### config.mk
export PLATFORM = sky130hd
export DESIGN_NAME = hcbp_packer
export DESIGN_NICKNAME = d
export VERILOG_FILES = /design/src/hcbp_pkg.sv /design/src/hcbp_packer.sv
export SDC_FILE = /design/constraint.sdc
export NUM_CORES = 1
export LEC_CHECK = 0
export ABC_AREA = 1
export BUFFER_PORTS_ARGS = -buffer_cell sky130_fd_sc_hd__buf_2
export CORE_MARGIN = 2
export CORE_UTILIZATION = 40
export CTS_BUF_LIST = sky130_fd_sc_hd__clkbuf_8 sky130_fd_sc_hd__clkbuf_16
export CTS_CLUSTER_DIAMETER = 120
export CTS_CLUSTER_SIZE = 8
export DETAILED_ROUTE_END_ITERATION = 8
export PLACE_DENSITY_LB_ADDON = 0.12
export RECOVER_POWER = 25
export SKIP_CTS_REPAIR_TIMING = 1
export SKIP_LAST_GASP = 1
export SYNTH_ARGS = -nofsm -noshare
export SYNTH_HDL_FRONTEND = slang
export SYNTH_SLANG_ARGS = --single-unit
### constraint.sdc
create_clock -name clk -period 6.8 [get_ports clk]
set_clock_uncertainty 0.1 [all_clocks]
set_input_delay 0.34 -clock clk [delete_from_list [all_inputs] [get_ports clk]]
set_output_delay 0.34 -clock clk [all_outputs]
set_load 0.01 [all_outputs]
### src/hcbp_pkg.sv
// Shared constants and types of the Huffman code bit packer.
package hcbp_pkg;

	localparam int CODE_BITS = 32;
	localparam int LEN_BITS  = 6;
	localparam int OUT_BITS  = 32;
	localparam int FUNC_BITS = 2;
	localparam int SYM_BITS  = 8;

	localparam logic [FUNC_BITS-1:0] FUNC_LOAD   = 2'd0;
	localparam logic [FUNC_BITS-1:0] FUNC_ENCODE = 2'd1;
	localparam logic [FUNC_BITS-1:0] FUNC_FLUSH  = 2'd2;

	typedef struct packed {
		logic                 valid;
		logic [FUNC_BITS-1:0] func;
		logic                 in_range;
	} hcbp_req_t;

endpackage

### src/hcbp_packer.sv
// Accumulator, shift-merge of looked-up codes and the output word register.
module hcbp_packer
	import hcbp_pkg::*;
	#(
		parameter int WORD_BITS = 32
	)
	(
		input  logic                 clk,
		input  logic                 arst_n,
		input  hcbp_req_t            req,
		input  logic [CODE_BITS-1:0] code,
		input  logic [LEN_BITS-1:0]  len,
		output logic                 take,
		output logic                 word_valid,
		input  logic                 word_stall,
		output logic [OUT_BITS-1:0]  packed_word,
		output logic                 is_flush
	);

	localparam int FW = $clog2(WORD_BITS);
	localparam int CW = WORD_BITS + CODE_BITS;
	localparam int TW = $clog2(WORD_BITS + CODE_BITS);

	logic [WORD_BITS-1:0] acc_q;
	logic [FW-1:0]        fill_q;
	logic                 out_valid_q;
	logic [OUT_BITS-1:0]  word_q;
	logic                 flush_q;

	logic [CODE_BITS-1:0] code_masked;
	logic [CW-1:0]        cat;
	logic [TW-1:0]        total;
	logic [TW-1:0]        over;
	logic                 full;
	logic [WORD_BITS-1:0] full_word;
	logic [WORD_BITS-1:0] flush_word;
	logic                 fire;
	logic                 is_encode;
	logic                 is_flush_op;

	assign take        = !out_valid_q || !word_stall;
	assign fire        = req.valid && take;
	assign is_encode   = (req.func == FUNC_ENCODE) && req.in_range;
	assign is_flush_op = (req.func == FUNC_FLUSH);

	assign code_masked = code & ~({CODE_BITS{1'b1}} << len);
	assign cat         = (CW'(acc_q) << len) | CW'(code_masked);
	assign total       = TW'(fill_q) + TW'(len);
	assign full        = (total >= TW'(WORD_BITS));
	assign over        = total - TW'(WORD_BITS);
	assign full_word   = WORD_BITS'(cat >> over);
	assign flush_word  = acc_q << (TW'(WORD_BITS) - TW'(fill_q));

	always_ff @(posedge clk or negedge arst_n) begin
		if (!arst_n) begin
			acc_q       <= '0;
			fill_q      <= '0;
			out_valid_q <= 1'b0;
		end else if (take) begin
			if (fire && is_encode) begin
				if (full) begin
					acc_q       <= WORD_BITS'(cat) & ~({WORD_BITS{1'b1}} << over);
					fill_q      <= FW'(over);
					out_valid_q <= 1'b1;
				end else begin
					acc_q       <= WORD_BITS'(cat);
					fill_q      <= FW'(total);
					out_valid_q <= 1'b0;
				end
			end else if (fire && is_flush_op && (fill_q != '0)) begin
				acc_q       <= '0;
				fill_q      <= '0;
				out_valid_q <= 1'b1;
			end else begin
				out_valid_q <= 1'b0;
			end
		end
	end

	always_ff @(posedge clk) begin
		if (fire && is_encode && full) begin
			word_q  <= OUT_BITS'(full_word);
			flush_q <= 1'b0;
		end else if (fire && is_flush_op && (fill_q != '0)) begin
			word_q  <= OUT_BITS'(flush_word);
			flush_q <= 1'b1;
		end
	end

	assign word_valid  = out_valid_q;
	assign packed_word = word_q;
	assign is_flush    = flush_q;

endmodule

==> metrics.cfg <==
[worst_setup_path]
r2r.worst_path.cells = 10
cp.arrival_ns = 4.37
setup.worst_path.start_class = register
worst-setup-path-type = register to register
worst-path-max-fanout = 63
setup.worst_path.end_class = register
required_ns = 6.79

[hold_path]
hold_depth = 3
hp-class = input port to register

[sta]
fin_tns_setup_ns = 0
hold_viol_final = 0
rsz0062_at_grt = no
timing.hold.ws_ns = 0.191
worst_slew_pin_slew_ns = 2.12
setup_viol = 0
timing.final.crit_period_ns = 4.38
slew-limit-headroom_pct = -41.2
finalCritPeriodShare_pct = 64.4
slew_violations = 39
highest_attainable_clock_frequency_ghz = 0.228

[clocking]
cts.sinks = 71
clock_pin_slew_of_the_registers_on_the_worst_case_setup_and_hold_paths_ns = 0.07
clock_path_buffers = 2
cts_made_buffers = 9
htreeDepth = 3
worst_skew_pair.late_latency_ns = 0.35
buffer_type_at_the_clock_tree_root = clkbuf_16
clock_tree_from_tritoncts = yes

[routing]
remaining_drc_errors = 0
drt_iter0_markers = 2346
antenna_violating_nets_post_route = 0
detail_route.wl_per_cell_um = 26.0
drt-total-wl_mm = 58.0
detail_route.first_pass.iterations = 7
avgViaCountPerCell = 6.41
routed-via-count = 14300

[logic_synthesis]
synthesis.area_per_instance_um2 = 5.70
syn-num-nets = 1955
synthCells = 1902
synth_seq_area_share_pct = 17.8
synth-seq-cells = 71
synthesis.area_um2 = 10800
yosysUniqueCellTypes = 50
synth_warnings = 0

[final_layout]
post_route_cell_area_um2 = 11500
num-nets-final = 1935
layout.area.seq_um2 = 1930
final_common_cell = nand3_1
multiInputGateArea_um2 = 7860
fin_cells = 2228
share_of_post_route_cells_with_drive_strength_above_1_pct = 9.96
syn2layout_area_growth_pct = 5.87
num-fill-cells = 3094
commonest_cells_after_routing_fill_and_taps_aside = nand3_1, nand2_1, o21ai_0
antenna-diode-count = 0

[grt]
maximum_number_of_pins_on_one_net_before_global_route_repair = 65
grt_overflow_total = 0
grt_use_total_pct = 40.3
first_pass_grt_wire_length_mm = 84.7
first_global_vias = 13100
grt_antenna_before_repair = 0

[floorplanning]
core_region_area_um2 = 26800
dieWidth_um = 169
initial_utilization_pct = 40.5
die_y_um = 169
dieArea_um2 = 28400
io_pins = 80
row_count = 60

[status]
failed_checks = max-capacitance violations, max-slew violations
result_of_the_run = complete, but fails checks

[job]
max_cap_viol_count = 1

[place]
place.detailed.hpwl_mm = 45.7
place.port_buffers = 79
dp_cells = 2212
post_dp_cell_area_um2 = 11200
gp_routability_congestion = 1.07

[power_and_ir_drop]
static-leakage-power_nw = 5.29
p_total_mw = 7.06
powerDensity_nw_per_um2 = 615
vdd_ir_drop_max_mv = 0.420

==> synth_stat cells (all sizes together) <==
library cell	count	area [um^2]
o32ai	11	96.3
and2	1	6.26
o2bb2ai	1	8.76
and3	3	18.8
nor4	1	6.26
o31ai	1	7.51
o311ai	2	17.5
nand3	625	3250
a31oi	1	6.26
o21ai	158	806
a21oi	38	190
o22ai	12	75.1
ha	7	87.6
clkinv	7	26.3
dfxtp	1	20.0
a22oi	1	7.51
or2	5	31.3
inv	103	394
mux2i	26	260
nor2	84	353
edfxtp	32	961
fa	1	20.0
xor2	1	8.76
xnor2	2	17.5
o21a	1	7.51
buf	88	507
nor3	9	45.0
nand4	24	150
clkbuf	41	154
dfrtp	38	951
nand2	543	2090
a311oi	6	52.6
o211ai	28	215
==> sequential cells by signal (all words and copies together), names as in the netlist <==
name and cells:
fill_q 5, packed_word 32, is_flush 1, acc_q 32, word_valid 1
==> routing by layer <==
| layer | vias up | share of wire (%) | track usage [%] | routed length, um |
|---|---|---|---|---|
| met5 | - | 0 | 0 | 0 |
| met4 | 0 | 4.8 | 16.4 | 2770 |
| met3 | 137 | 11 | 9.96 | 6310 |
| met2 | 882 | 42 | 58.9 | 24100 |
| met1 | 6698 | 43 | 56.6 | 24800 |
| li1 | 6570 | - | - | - |
==> power breakdown <==
part           internal [mW]  switching, mW  total, mW
registers              0.651          0.158      0.808
clock network          0.293          0.216      0.509
logic                   1.55           4.19       5.74
==> final timing paths <==
check	startpoint	endpoint	slack, ns
setup / recovery	fill_q[0]	packed_word[26]	2.42
hold / removal	word_stall	word_valid	0.19
setup reg to reg	fill_q[0]	packed_word[26]	2.42
hold reg to reg	is_flush	is_flush	0.41
max in group asynchronous	arst_n	fill_q[2]	4.88
min in group asynchronous	arst_n	word_valid	0.48
==> metrics by stage <==
stage | worst slack (ns) | util (%)
after global placement | 2.36 | 41.7
after global routing | 2.14 | 42.8
after floorplan | 3.69 | -
after CTS | 2.56 | 42.9
after detailed placement | 2.35 | 41.7
final | 2.42 | 42.8
==> critical path, stage by stage, from the launching register on <==
cell and delay (ns):
dfrtp_1 0.32, buf_4 0.44, inv_1 0.24, ha_1 0.86, inv_2 0.43, mux2i_1 0.46, mux2i_1 0.17, o21ai_0 0.46
nor2_1 0.07, o21ai_0 0.44, nand2_1 0.11
==> cell type report <==
type | count | area share [%]
Multi-Input combinational cell | 1592 | 68.5
Timing Repair Buffer | 98 | 4.61
Clock inverter | 7 | 0.752
Clock buffer | 9 | 1.96
Sequential cell | 71 | 16.8
Inverter | 110 | 3.66
Tap cell | 341 | 3.72
==> cells by family (layout without fill, tap and decap cells) <==
kind of cell / count (synthesis) / after routing / synth area share (%)
adders and majority gates: 8 / 8 / 0.992
buffers and inverters: 239 / 224 / 9.97
muxes: 26 / 26 / 2.40
xor gates and xnor gates: 3 / 3 / 0.242
and+or+nand+nor: 1295 / 1295 / 54.9
AOI/OAI and AO/OA: 260 / 260 / 13.7
DFF: 71 / 71 / 17.8
No activity file was read; power rests on OpenSTA's default activity.
